==> src/hw/rtl/pitm_pkg.sv <==
// ----------------------------------------------------------------------------
// pitm_pkg: shared types and constants of the tetrahedral mesh classifier
// Operation codes, field widths and the controller to datapath command bundle.
// ----------------------------------------------------------------------------
`default_nettype none
package pitm_pkg;
    localparam int unsigned OpW = 2;
    localparam int unsigned IdxW = 12;
    localparam int unsigned TypeW = 8;
    localparam int unsigned PoreW = 24;
    localparam int unsigned CntW = 13;

    typedef enum logic [OpW-1:0] {
        OP_LOAD_VERTEX = 2'd0,
        OP_LOAD_TET    = 2'd1,
        OP_QUERY       = 2'd2,
        OP_NONE        = 2'd3
    } op_t;

    // Commands from the controller to the datapath.
    typedef struct packed {
        logic capture;    // latch the query point and type
        logic tet_rd;     // read tetrahedron entry at scan index
        logic vtx_rd;     // read vertex of the selected corner
        logic [1:0] corner; // corner whose vertex is read
        logic grab;       // latch vertex read data of previous corner
        logic [1:0] grab_corner;
        logic face_start; // start a determinant evaluation
        logic [1:0] face;
        logic clear_scan;
        logic next_tet;
    } pitm_cmd_t;

    // Status back to the controller.
    typedef struct packed {
        logic det_done;
        logic det_neg;
        logic last_tet;
        logic empty;
    } pitm_sts_t;
endpackage
`default_nettype wire

==> src/hw/rtl/pitm_ctrl.sv <==
// ----------------------------------------------------------------------------
// pitm_ctrl: sequencer for the tetrahedron scan
// Fetches four corners, runs up to four face tests and produces the result.
// ----------------------------------------------------------------------------
`default_nettype none
module pitm_ctrl (
    input  wire logic                      clk,
    input  wire logic                      rst_n,
    input  wire logic                      in_valid,
    input  wire logic [pitm_pkg::OpW-1:0]  in_op,
    output logic                           in_ready,
    input  wire logic                      out_ready,
    output logic                           out_valid,
    output logic                           out_inside,
    input  wire pitm_pkg::pitm_sts_t       sts,
    output pitm_pkg::pitm_cmd_t            cmd
);
    import pitm_pkg::*;

    typedef enum logic [6:0] {
        S_IDLE  = 7'b0000001,
        S_CHECK = 7'b0000010,
        S_TET   = 7'b0000100,
        S_VTX   = 7'b0001000,
        S_FACE  = 7'b0010000,
        S_WAIT  = 7'b0100000,
        S_OUT   = 7'b1000000
    } state_t;

    state_t state_reg, state_next;
    logic [2:0] cnt_reg, cnt_next;
    logic [1:0] face_reg, face_next;
    logic inside_reg, inside_next;

    assign in_ready = state_reg == S_IDLE;
    assign out_valid = state_reg == S_OUT;
    assign out_inside = inside_reg;

    always_comb
    begin
        state_next = state_reg;
        cnt_next = cnt_reg;
        face_next = face_reg;
        inside_next = inside_reg;
        cmd = '0;
        cmd.face = face_reg;
        cmd.corner = cnt_reg[1:0];
        cmd.grab_corner = 2'(cnt_reg - 3'd1);
        unique case (state_reg)
            S_IDLE:
            begin
                if (in_valid && op_t'(in_op) == OP_QUERY)
                begin
                    cmd.capture = 1'b1;
                    cmd.clear_scan = 1'b1;
                    inside_next = 1'b0;
                    state_next = S_CHECK;
                end
            end
            S_CHECK:
            begin
                if (sts.empty)
                begin
                    state_next = S_OUT;
                end
                else
                begin
                    cmd.tet_rd = 1'b1;
                    state_next = S_TET;
                end
            end
            S_TET:
            begin
                cnt_next = '0;
                state_next = S_VTX;
            end
            S_VTX:
            begin
                // Reads corner cnt while grabbing corner cnt-1.
                cmd.vtx_rd = cnt_reg < 3'd4;
                cmd.grab = cnt_reg != 3'd0;
                cnt_next = cnt_reg + 3'd1;
                if (cnt_reg == 3'd4)
                begin
                    face_next = '0;
                    state_next = S_FACE;
                end
            end
            S_FACE:
            begin
                cmd.face_start = 1'b1;
                state_next = S_WAIT;
            end
            S_WAIT:
            begin
                if (sts.det_done)
                begin
                    if (sts.det_neg)
                    begin
                        cmd.next_tet = 1'b1;
                        state_next = sts.last_tet ? S_OUT : S_CHECK;
                    end
                    else if (face_reg == 2'd3)
                    begin
                        inside_next = 1'b1;
                        state_next = S_OUT;
                    end
                    else
                    begin
                        face_next = face_reg + 2'd1;
                        state_next = S_FACE;
                    end
                end
            end
            S_OUT:
            begin
                if (out_ready)
                begin
                    state_next = S_IDLE;
                end
            end
            default: state_next = S_IDLE;
        endcase
    end

    always_ff @(posedge clk or negedge rst_n)
    begin
        if (!rst_n)
        begin
            state_reg <= S_IDLE;
            cnt_reg <= '0;
            face_reg <= '0;
            inside_reg <= 1'b0;
        end
        else
        begin
            state_reg <= state_next;
            cnt_reg <= cnt_next;
            face_reg <= face_next;
            inside_reg <= inside_next;
        end
    end
endmodule
`default_nettype wire

==> config.mk <==
export PLATFORM = sky130hd
export DESIGN_NAME = pitm_ctrl
export DESIGN_NICKNAME = d
export VERILOG_FILES = /design/src/hw/rtl/pitm_pkg.sv /design/src/hw/rtl/pitm_ctrl.sv
export SDC_FILE = /design/constraint.sdc
export NUM_CORES = 1
export LEC_CHECK = 0
export ABC_CLOCK_PERIOD_IN_PS = 4400
export BUFFER_PORTS_ARGS = -buffer_cell sky130_fd_sc_hd__buf_4
export CORE_MARGIN = 1
export CORE_UTILIZATION = 54
export DETAILED_ROUTE_END_ITERATION = 16
export MAX_ROUTING_LAYER = met4
export PLACE_DENSITY = 0.83
export SYNTH_ARGS = -nofsm -noshare
export SYNTH_HDL_FRONTEND = slang
export SYNTH_SLANG_ARGS = --single-unit
==> constraint.sdc <==
create_clock -name clk -period 4.4 [get_ports clk]
set_input_delay 0.88 -clock clk [delete_from_list [all_inputs] [get_ports clk]]
set_output_delay 0.88 -clock clk [all_outputs]
set_load 0.02 [all_outputs]
* Word level (Yosys, flattened, before mapping) *
Cells that the tools add are included.

operators by class
  $add $sub $neg = 3
  multiply operators = 0
  divide/modulo/power cells = 0
  order comparisons = 1
  equality and inequality tests = 17
  shift-type cells = 0
  multiplexer cells = 30
  bitwise logic cells = 0
  reductions and logical operators = 8

operators with widths
  kind                                                    number
  two-way mux 7 bit                                       8
  case mux 7 bit (7 select lines)                         1
  two-way mux 1 bit                                       14
  inequality test 2 bit (second input constant)           6
  AND reduction 5 bit                                     2
  two-way mux 2 bit                                       4
  equality test 7 x 1 -> 1 bit (second input constant)    1
  equality test 7 x 2 -> 1 bit (second input constant)    1
  equality test 7 x 3 -> 1 bit (second input constant)    1
  equality test 7 x 4 -> 1 bit (second input constant)    1
  equality test 7 x 5 -> 1 bit (second input constant)    1
  equality test 7 x 6 -> 1 bit (second input constant)    1
  equality test 7 bit (second input constant)             1
  case mux 3 bit (2 select lines)                         1
  nonzero test 2 bit                                      3
  equality test 2 bit (second input constant)             2
  case mux 2 bit (2 select lines)                         1
  AND reduction 4 bit                                     1
  adder 3 x 1 -> 3 bit (second input constant)            1
  equality test 3 bit (second input constant)             1
  less-than comparator 3 bit (second input constant)      1
  nonzero test 3 bit                                      1
  adder 2 x 1 -> 2 bit (second input constant)            1
  inequality test 2 x 1 -> 1 bit (second input constant)  1
  other kinds (3)                                         3

word-level totals
  flip-flop bits (word level) = 13
  latch bits = 0
  bits in writable memories = 0
  bits in read-only memories = 0
  memories = 0

* Longest topological paths before layout *
Gate-level depths: netlist of run 1.

  word-level depth = 5
  gate-level depth with buffers = 6

* Worst setup path after synthesis of run 1 *
OpenSTA, ideal clock, no wires.

  kind = reg-to-output
  from = register state_reg[2]
  to = output cmd[12] (netlist bit)
  arrival time = 2.157 ns
  required time = 3.520 ns
  setup slack = 1.363 ns
  stages on the path, launching flop included = 7
  path buffers = 2
  cell sequence = dfrtp_1 or4_1 buf_2 nor4b_4 inv_2 nor3_2 buf_4

RTL lines
  item                      RTL line          source
  start: declaration        pitm_ctrl.sv:30   state_t state_reg, state_next;
  start signal: assignment  pitm_ctrl.sv:137  state_reg <= state_next;
  end: declaration          pitm_ctrl.sv:16   output pitm_pkg::pitm_cmd_t cmd

==> parameters.txt, run 1 <==
Parameter                              Value

Floorplanning
  IO Pins ... 26
  Core Box Area ... 1540 µm²
  Starting Density ... 0.588
  Die height ... 43.0 µm
  Count of standard-cell rows ... 14
  Die Outline Area ... 1850 µm²
  Horizontal die dimension ... 43.0 µm

Drt
  DR pass1 iterations ... 4
  Number of remaining DRC errors ... 0
  WL final ... 2090 µm
  Mean number of vias per cell ... 6.06
  Via count ... 843
  Routed length per placed instance ... 15.0 µm
  Starting DRC count in detailed routing ... 37
  Antenna Violating Nets Remaining ... 0

Outcome
  Outcome ... finished, final reports clean

Worst setup path
  Worst path slowest cell ... or4_1
  Crit path required time ... 3520 ps
  Peak fanout along the critical path ... 14
  Arrival time at the worst endpoint ... 2380 ps
  Setup CP Type ... reg2out
  Longest individual stage delay on the worst path ... 740 ps
  CP bufs+invs ... 2
  Ordered cell list for the critical path ... or4_1 > nor4b_4 > inv_2 > nor3_2 > buf_4
  Kind of end point of the critical path ... output pin
  Critical Path Start Type ... flop
  Kind of cell adding the most delay to the critical path ... simple AND/OR/NAND/NOR gates

Yosys
  Mean instance size in the synthesized netlist ... 8.98 µm²
  Distinct cells, synth ... 45
  Main synth FF type ... dfrtp_1
  Number of warnings issued by yosys ... 0
  Mapped cell area ... 907 µm²
  Fraction of synthesis flops using an asynchronous set or reset pin ... 1.00
  Post-synth EDFFs ... 0
  Synth Register Bits ... 13
  Net Count, Synth ... 114
  Number of instances in the synthesized netlist ... 101
  Share of the yosys chip area belonging to registers ... 0.360

GRT
  Largest net degree at the start of global routing ... 15
  GRT overflow ... 0
  First-pass GRT wire length ... 3400 µm
  Via count of the first global-routing pass ... 762
  All-Layer GR Usage ... 0.250
  Antenna violations before repair ... 0

Timing
  RSZ-0062 raised after global routing ... no
  Max-slew headroom ... 0.589
  Final setup fails ... 0
  Worst clock skew on the final layout ... 0.653 ps
  Tcrit/Tclk final ... 0.742
  Slew at the pin closest to its max-slew limit ... 612 ps
  Setup TNS Final ... 0 ps
  Max Clk Rate ... 306 MHz
  Total count of hold-check failures in the final report ... 0
  Tmin final ... 3260 ps
  Number of max-slew violations in the final report ... 0
  Minimum hold slack ... 429 ps

Final layout
  Largest register FFs ... 7
  Fraction of final layout cells sized beyond drive strength 1 ... 0.301
  Highest-count cells in the layout ignoring fill and taps ... buf_4 (25), dfrtp_1 (12), inv_1 (9)
  Most common library cell in the layout ignoring fill and taps ... buf_4
  Layout Area Growth over Synthesis ... 21.0%
  Final Net Count ... 137
  Antenna diodes ... 0

Pwr
  Internal power ... 221 µW
  Peak ir drop on the vdd network ... 0.191 mV
  Pwr dens ... 312 nW/µm²
  Proportion of total power due to net switching ... 0.355
  Clock network fraction of design power ... 0.221
  Fraction of power consumed by sequential logic ... 0.426
  Pleak ... 0.534 nW
  Switching power total ... 122 µW
  Portion of total power attributed to combinational logic ... 0.354

CTS
  Clock tree from TritonCTS ... done
  Count of H-tree levels built during CTS ... 1
  Post-CTS repair timing setup buffer count ... 0
  Clock Path Buffers ... 2
  Clock latency of the later-clocked register in the worst-skew pair ... 280 ps
  Count of cells resized by post-cts repair ... 0
  Cell at the root of the clock tree ... clkbuf_4
  Clock transition at the register clock pins on the worst setup and hold paths after CTS ... 80 ps
  Sink count of the clock tree ... 13
  TritonCTS Buffers ... 3
  Hold-fix buffers, CTS ... 0

Placed design
  Gp weighted congestion ... 0.864
  PortBufs ... 25
  DP HPWL ... 1560 µm

Run
  MaxCap Viol Count ... 0

Worst hold path
  Type of the worst min-delay path ... in2async
worst reg2reg max path, cell delays in order (launching register included):
cell and delay [ps]:
dfrtp_1 520, or4_1 740, nor4b_4 360, inv_2 90, o22ai_2 170
logic make-up after synthesis:
group,count (synthesis),share of synthesized area
buf+inv,18,0.0938
compound gates,25,0.199
mux,2,0.0234
fa+ha+maj,3,0.0414
xor+xnor,1,0.00966
simple gates,39,0.273
flops,13,0.360
power by group through the flow:
stage / clock network, mW / registers [mW] / logic [mW]
2_1_floorplan: 0 / 0.142 / 0.0892
3_3_place_gp: 0 / 0.147 / 0.119
3_5_place_dp: 0 / 0.148 / 0.120
4_1_cts: 0.0769 / 0.145 / 0.121
5_1_grt: 0.0818 / 0.147 / 0.131
6_report: 0.0756 / 0.146 / 0.121
worst paths after layout:
kind                                          startpoint                       end  slack, ps  cells past startpoint
worst min-delay path                               rst_n    cnt_reg[0]$_DFFE_PN0P_        430                      1
min in group clk                 face_reg[0]$_DFFE_PN0P_   face_reg[0]$_DFFE_PN0P_        530                      1
worst max register to register  state_reg[2]$_DFFE_PN0P_  state_reg[0]$_DFFE_PN1P_       2450                      4
worst max-delay path            state_reg[2]$_DFFE_PN0P_                   cmd[12]       1140                      5
max in group asynchronous                          rst_n  state_reg[0]$_DFFE_PN1P_       3740                      1
worst min register to register   face_reg[0]$_DFFE_PN0P_   face_reg[0]$_DFFE_PN0P_        530                      1
routing by layer:
metal	wire, µm	part of all wire	global-route usage
met5	0	0	-
met4	10	0.0048	0.0727
met3	91	0.044	0.0511
met2	1040	0.50	0.400
met1	948	0.45	0.323
cell type report:
cell class / instances / area, µm²
fillers: 119 / 444
flip-flops and latches: 13 / 327
clock buffers: 4 / 26.3
multi-input cells: 70 / 495
repair buffers: 25 / 188
inverters: 11 / 41.3
well taps: 16 / 20.0
metrics by stage:
step / power (mW) / worst slack (ps) / area [µm²] / cells / utilization
3_3_place_gp: 0.265 / 1550 / 1070 / 135 / 0.695
4_1_cts: 0.344 / 1140 / 1100 / 139 / 0.712
2_1_floorplan: 0.231 / 1360 / 907 / 101 / -
5_1_grt: 0.360 / 1010 / 1100 / 139 / 0.712
6_report: 0.343 / 1140 / 1100 / 139 / 0.712
3_5_place_dp: 0.268 / 1450 / 1070 / 135 / 0.695
cells in the mapped netlist, types with 3 or more instances:
cell type | number | area (µm²)
a21oi_1 | 7 | 35.0
buf_4 | 4 | 30.0
dfrtp_1 | 12 | 300
ha_1 | 3 | 37.5
inv_1 | 9 | 33.8
nand2_1 | 5 | 18.8
nand4_1 | 3 | 18.8
nor2_1 | 8 | 30.0
nor3_1 | 3 | 15.0
o21ai_1 | 4 | 20.0
Note: power is estimated with default switching activity, not from simulation.
==> run 2, diff against run 1 <==
--- a/config.mk
+++ b/config.mk
@@ -5,13 +5,14 @@
 export SDC_FILE = /design/constraint.sdc
 export NUM_CORES = 1
 export LEC_CHECK = 0
-export ABC_CLOCK_PERIOD_IN_PS = 4400
+export ABC_AREA = 1
+export ABC_CLOCK_PERIOD_IN_PS = 3400
 export BUFFER_PORTS_ARGS = -buffer_cell sky130_fd_sc_hd__buf_4
 export CORE_MARGIN = 1
-export CORE_UTILIZATION = 54
+export CORE_UTILIZATION = 50
 export DETAILED_ROUTE_END_ITERATION = 16
 export MAX_ROUTING_LAYER = met4
-export PLACE_DENSITY = 0.83
+export PLACE_DENSITY = 0.77
 export SYNTH_ARGS = -nofsm -noshare
 export SYNTH_HDL_FRONTEND = slang
 export SYNTH_SLANG_ARGS = --single-unit
==> constraint.sdc (replaced) <==
create_clock -name clk -period 3.4 [get_ports clk]
set_input_delay 0.68 -clock clk [delete_from_list [all_inputs] [get_ports clk]]
set_output_delay 0.68 -clock clk [all_outputs]
set_load 0.02 [all_outputs]
==> run 2 against run 1 <==
- via count increased by 2.4%
- critical path depth increased by 1
- cell count increased by 26%
- global-route usage decreased by 2.4 points
- first-iteration DRC count decreased by 65%
- register-to-register slack got worse by 450 ps
- largest cell class unchanged
- sequential power increased by 47%
- combinational power increased to 2.8 times the previous value
- die area increased by 8.3%
- clock power increased by 32%
==> parameters.txt, run 2 <==
Parameter                              Value

Final layout
  Largest register FFs ... 7
  Fraction of final layout cells sized beyond drive strength 1 ... 0.340
  Layout Area Growth over Synthesis ... 23.6%
  Final Net Count ... 164
  Highest-count cells in the layout ignoring fill and taps ... nand2_1 (27), buf_4 (25), inv_1 (16)
  Antenna diodes ... 0
  Most common library cell in the layout ignoring fill and taps ... nand2_1
  Final cell count without fillers ... 175

GRT
  All-Layer GR Usage ... 0.226
  Via count of the first global-routing pass ... 791
  GRT overflow ... 0
  Antenna violations before repair ... 0
  Largest net degree at the start of global routing ... 14
  First-pass GRT wire length ... 3170 µm

CTS
  Cell at the root of the clock tree ... clkbuf_4
  Clock tree from TritonCTS ... done
  Count of cells resized by post-cts repair ... 0
  Hold-fix buffers, CTS ... 0
  Post-CTS repair timing setup buffer count ... 0
  Sink count of the clock tree ... 13
  Clock latency of the later-clocked register in the worst-skew pair ... 280 ps
  Clock Path Buffers ... 2
  Count of H-tree levels built during CTS ... 1
  Clock transition at the register clock pins on the worst setup and hold paths after CTS ... 80 ps
  TritonCTS Buffers ... 3

Worst setup path
  Longest individual stage delay on the worst path ... 410 ps
  Critical path destination ... cmd[1]
  WP depth ... 6
  Startpoint of the most critical setup path ... state_reg[6]$_DFFE_PN0P_
  CP bufs+invs ... 2
  Dominant cell type by count on the critical path ... nand2_1
  Kind of cell adding the most delay to the critical path ... simple AND/OR/NAND/NOR gates
  Reg2Reg Depth ... 8
  Peak fanout along the critical path ... 6
  Kind of end point of the critical path ... output pin
  Beginning of the worst register-to-register path ... state_reg[6]$_DFFE_PN0P_
  Register-to-register setup slack ... 2000 ps
  Arrival time at the worst endpoint ... 1510 ps
  Setup CP Type ... reg2out
  Crit path required time ... 2720 ps
  Endpoint of the lowest-slack register-to-register path ... face_reg[1]$_DFFE_PN0P_
  Worst path slowest cell ... dfrtp_1
  Ordered cell list for the critical path ... inv_2 > nand2_1 > nor2_4 > nand2_1 > nor2_1 > buf_4
  Critical Path Start Type ... flop

Placed design
  Placed cell count ... 171
  PortBufs ... 25
  Gp weighted congestion ... 0.835
  DP HPWL ... 1560 µm

Drt
  DR WL met2 ... 911 µm
  Met3 Routed Length ... 71 µm
  Antenna Violating Nets Remaining ... 0
  Routed length per placed instance ... 11.2 µm
  Top Layer Used ... met4
  Number of remaining DRC errors ... 0
  WL final ... 1950 µm
  Met1 Routed Length ... 931 µm
  Via count ... 863
  Mean number of vias per cell ... 4.93
  DR pass1 iterations ... 4
  Starting DRC count in detailed routing ... 13

Pwr
  Internal power ... 358 µW
  Switching power total ... 293 µW
  Fraction of power consumed by sequential logic ... 0.328
  Proportion of total power due to net switching ... 0.450
  Portion of total power attributed to combinational logic ... 0.518
  Clock network fraction of design power ... 0.154
  Peak ir drop on the vdd network ... 0.314 mV
  Pleak ... 0.631 nW
  Pwr dens ... 577 nW/µm²

Yosys
  Distinct cells, synth ... 24
  Leading cell type by number of instances after synthesis ... nand2_1
  Net Count, Synth ... 138
  Synth Register Bits ... 13
  Number of instances in the synthesized netlist ... 125
  Share of the yosys chip area belonging to registers ... 0.358
  Mean instance size in the synthesized netlist ... 7.31 µm²
  Most area-hungry cell type in the Yosys netlist ... dfrtp_1
  Number of warnings issued by yosys ... 0
  Most used standard cells in the synthesized netlist ... nand2_1 (27), inv_1 (16), nor2_1 (13), dfrtp_1 (12), nand3_1 (7)
  Area share of the largest cell type after synthesis ... 0.329
  Mapped cell area ... 913 µm²
  Top post-synthesis cells by area ... dfrtp_1 (33%), nand2_1 (11%), inv_1 (6.6%)
  Fraction of synthesis flops using an asynchronous set or reset pin ... 1.00
  Main synth FF type ... dfrtp_1
  Post-synth EDFFs ... 0

Timing
  Final setup fails ... 0
  Worst clock skew on the final layout ... 0.459 ps
  Number of max-slew violations in the final report ... 0
  Max-slew headroom ... 0.839
  Tmin final ... 2190 ps
  Max Clk Rate ... 456 MHz
  RSZ-0062 raised after global routing ... no
  Tcrit/Tclk final ... 0.645
  Total count of hold-check failures in the final report ... 0
  Setup TNS Final ... 0 ps
  Slew at the pin closest to its max-slew limit ... 240 ps

Floorplanning
  Die Outline Area ... 2000 µm²
  Count of standard-cell rows ... 15
  Starting Density ... 0.529
  Die height ... 44.7 µm
  IO Pins ... 26
  Core Box Area ... 1730 µm²
  Horizontal die dimension ... 44.7 µm

Worst hold path
  Type of the worst min-delay path ... in2async

Outcome
  Outcome ... finished, final reports clean

Run
  MaxCap Viol Count ... 0
## run 2: worst min path at each step
stage / cells past startpoint / slack [ps] / to / startpoint
after floorplan: 0 / 380 / cnt_reg[0]$_DFFE_PN0P_ / rst_n
after global routing: 1 / 240 / cnt_reg[1]$_DFFE_PN0P_ / rst_n
after detailed placement: 2 / 460 / out_inside$_DFFE_PN0P_ / out_inside$_DFFE_PN0P_
final: 1 / 230 / cnt_reg[1]$_DFFE_PN0P_ / rst_n
after global placement: 2 / 460 / out_inside$_DFFE_PN0P_ / out_inside$_DFFE_PN0P_
after CTS: 1 / 230 / cnt_reg[1]$_DFFE_PN0P_ / rst_n
## run 2: final cells by class
class                           count  area, µm²
Clock buffer                        4       26.3
Fill cell                         163        598
Inverter                           19       71.3
Multi-Input combinational cell     89        485
Sequential cell                    13        327
Tap cell                           25       31.3
Timing Repair Buffer               25        188
## run 2: stage by stage
stage                      util  cell area (µm²)  power [mW]  setup WS, ps  hold slack, ps
after floorplan               -              913       0.464          1310             384
after global placement    0.638             1100       0.550          1450             458
after detailed placement  0.638             1100       0.554          1400             464
after CTS                 0.654             1130       0.654          1210             229
after global routing      0.654             1130       0.704          1080             241
final                     0.654             1130       0.651          1210             227
## run 2: cells by family (layout without fill, tap and decap cells)
| group | after synthesis | after routing | synth area share |
|---|---|---|---|
| AOI/OAI and AO/OA | 10 | 10 | 0.0616 |
| adders and majority gates | 3 | 3 | 0.0411 |
| and+or+nand+nor | 75 | 75 | 0.419 |
| DFF | 13 | 13 | 0.358 |
| xor gates and xnor gates | 1 | 1 | 0.00959 |
| buffers and inverters | 23 | 48 | 0.111 |
## run 2: power by group through the flow
| stage | registers, mW | clock network, mW | logic (mW) |
|---|---|---|---|
| floorplan | 0.217 | 0 | 0.247 |
| global placement | 0.216 | 0 | 0.334 |
| detailed placement | 0.217 | 0 | 0.337 |
| CTS | 0.214 | 0.102 | 0.338 |
| global route | 0.217 | 0.105 | 0.382 |
| finish | 0.214 | 0.100 | 0.337 |
## run 2: per-layer routing
layer  GRT usage  vias up
met5           -        -
met4       0.115        0
met3      0.0240        4
met2       0.353       17
met1       0.291      388
li1            -      454
==> run 3, diff against run 2 <==
--- a/config.mk
+++ b/config.mk
@@ -5,8 +5,8 @@
 export SDC_FILE = /design/constraint.sdc
 export NUM_CORES = 1
 export LEC_CHECK = 0
-export ABC_AREA = 1
-export ABC_CLOCK_PERIOD_IN_PS = 3400
+export ABC_AREA = 0
+export ABC_CLOCK_PERIOD_IN_PS = 2200
 export BUFFER_PORTS_ARGS = -buffer_cell sky130_fd_sc_hd__buf_4
 export CORE_MARGIN = 1
 export CORE_UTILIZATION = 50
==> constraint.sdc (replaced) <==
create_clock -name clk -period 2.2 [get_ports clk]
set_input_delay 0.44 -clock clk [delete_from_list [all_inputs] [get_ports clk]]
set_output_delay 0.44 -clock clk [all_outputs]
set_load 0.02 [all_outputs]
==> run 3 against run 2 <==
- the run now ends with setup timing left
- power increased by 18%
- hold slack improved by 140 ps
- utilization grew 10 points
- register-to-register slack worse by 1800 ps
- sequential power increased by 36%
- combinational power shrank 4%
- clock skew rose by 8.3 ps
- die area is 0.65% lower
- via count is 11% higher
- first-iteration DRC count up 140%
- largest cell class unchanged
- highest routed layer unchanged
==> parameters.txt, run 3 (synthesis gave the netlist of run 1 again) <==
Parameter                              Value

CTS
  Clock transition at the register clock pins on the worst setup and hold paths after CTS ... 80 ps
  TritonCTS Buffers ... 3
  Count of H-tree levels built during CTS ... 1
  Cell at the root of the clock tree ... clkbuf_4
  Sink count of the clock tree ... 13
  Clock Path Buffers ... 2
  Clock tree from TritonCTS ... done
  Clock latency of the later-clocked register in the worst-skew pair ... 290 ps

GRT
  GRT overflow ... 0
  Via count of the first global-routing pass ... 880
  All-Layer GR Usage ... 0.311
  First-pass GRT wire length ... 4220 µm
  Largest net degree at the start of global routing ... 14
  Antenna violations before repair ... 0

Final layout
  Area taken by multi-input logic gates ... 534 µm²
  Highest-count cells in the layout ignoring fill and taps ... buf_4 (35), dfrtp_1 (12), inv_1 (9)
  Antenna diodes ... 0
  Final Net Count ... 153
  Layout Area Growth over Synthesis ... 42.2%
  Largest register FFs ... 7
  Most common library cell in the layout ignoring fill and taps ... buf_4
  Sequential cell area ... 327 µm²
  Fraction of final layout cells sized beyond drive strength 1 ... 0.410
  Final cell count without fillers ... 164
  Number of fill cells in the layout ... 122

Drt
  WL final ... 2670 µm
  Antenna Violating Nets Remaining ... 0
  Routed length per placed instance ... 16.3 µm
  Starting DRC count in detailed routing ... 31
  Number of remaining DRC errors ... 0
  DR pass1 iterations ... 4
  Via count ... 962
  Mean number of vias per cell ... 5.87

Timing
  Worst setup margin ... -195 ps
  Tcrit/Tclk final ... 1.09
  Minimum hold slack ... 363 ps
  Final setup fails ... 9
  Tmin final ... 2400 ps
  Number of max-slew violations in the final report ... 0
  Max-slew headroom ... 0.739
  Max Clk Rate ... 417 MHz
  Slew at the pin closest to its max-slew limit ... 389 ps
  Total count of hold-check failures in the final report ... 0
  Worst clock skew on the final layout ... 8.71 ps
  RSZ-0062 raised after global routing ... yes

Floorplanning
  Horizontal die dimension ... 44.6 µm
  Count of standard-cell rows ... 15
  Die height ... 44.6 µm
  Starting Density ... 0.531
  Die Outline Area ... 1990 µm²
  Core Box Area ... 1710 µm²
  IO Pins ... 26

Pwr
  Internal power ... 487 µW
  Fraction of power consumed by sequential logic ... 0.376
  Proportion of total power due to net switching ... 0.368
  Peak ir drop on the vdd network ... 0.415 mV
  Switching power total ... 284 µW
  Total Power ... 771 µW
  Clock network fraction of design power ... 0.203
  Pwr dens ... 598 nW/µm²
  Pleak ... 0.626 nW
  Portion of total power attributed to combinational logic ... 0.421

Run
  MaxCap Viol Count ... 0

Worst setup path
  Arrival time at the worst endpoint ... 1960 ps
  Kind of end point of the critical path ... output pin
  Critical Path Start Type ... flop
  Peak fanout along the critical path ... 2
  Crit path required time ... 1760 ps
  Setup CP Type ... reg2out
  Register-to-register setup slack ... 250 ps

Worst hold path
  Type of the worst min-delay path ... in2reg

Placed design
  Placed cell count ... 150
  PortBufs ... 25
  DP HPWL ... 1670 µm
  Gp weighted congestion ... 0.875
  Worst slack after detailed placement ... 91.9 ps

Outcome
  Outcome ... complete, but fails checks
  Failing checks ... setup timing
==> run 3: timing repair <==
item | 4_1_cts | 5_1_grt
hold buffers | 1 | 0
endpoints found under the hold margin | 12 | 0
setup endpoints to repair | 5 | 8
setup buffers | 6 | 6
resized for setup | 9 | 5
pin swaps | 3 | 3
==> run 3: final cells by class <==
cell class,instances,share of cell area
Multi-Input combinational cell,70,0.414
Timing Repair Buffer,41,0.255
Sequential cell,13,0.253
Inverter,11,0.0320
Tap cell,25,0.0242
Clock buffer,3,0.0175
Clock inverter,1,0.00388
==> run 3: metrics by stage <==
step	instance area [µm²]	util	TNS [ps]
final	1290	0.755	-870
after global routing	1290	0.755	-1580
after CTS	1250	0.733	-601
after detailed placement	1130	0.664	0
after global placement	1130	0.664	0
after floorplan	913	-	-449
==> run 3: critical path: stages, from the launching register on <==
cell     delay, ps
dfrtp_1        410
or4_4          560
nor4b_4        260
inv_2          100
nor3_4         180
buf_4          170
==> run 3: layer usage <==
metal  share of wire  GRT usage  vias up
li1                -          -      444
met1            0.43      0.395      444
met2            0.46      0.456       65
met3           0.087     0.0735        9
met4           0.024      0.164        0
met5               0          -        -
==> run 3: final timing paths <==
check / end / start / cells after the start
worst max-delay path: cmd[12] / state_reg[2]$_DFFE_PN0P_ / 5
worst min-delay path: state_reg[2]$_DFFE_PN0P_ / sts[0] / 2
worst max register to register: face_reg[1]$_DFFE_PN0P_ / state_reg[2]$_DFFE_PN0P_ / 7
worst min register to register: face_reg[0]$_DFFE_PN0P_ / face_reg[0]$_DFFE_PN0P_ / 1
max in group asynchronous: state_reg[0]$_DFFE_PN1P_ / rst_n / 2
min in group asynchronous: out_inside$_DFFE_PN0P_ / rst_n / 2
==> run 3: power groups by stage <==
stage / logic [mW] / clock network (mW) / registers [mW]
after detailed placement: 0.279 / 0 / 0.292
after CTS: 0.311 / 0.160 / 0.288
final: 0.325 / 0.156 / 0.290
after floorplan: 0.183 / 0 / 0.284
after global placement: 0.273 / 0 / 0.291
after global routing: 0.351 / 0.175 / 0.293
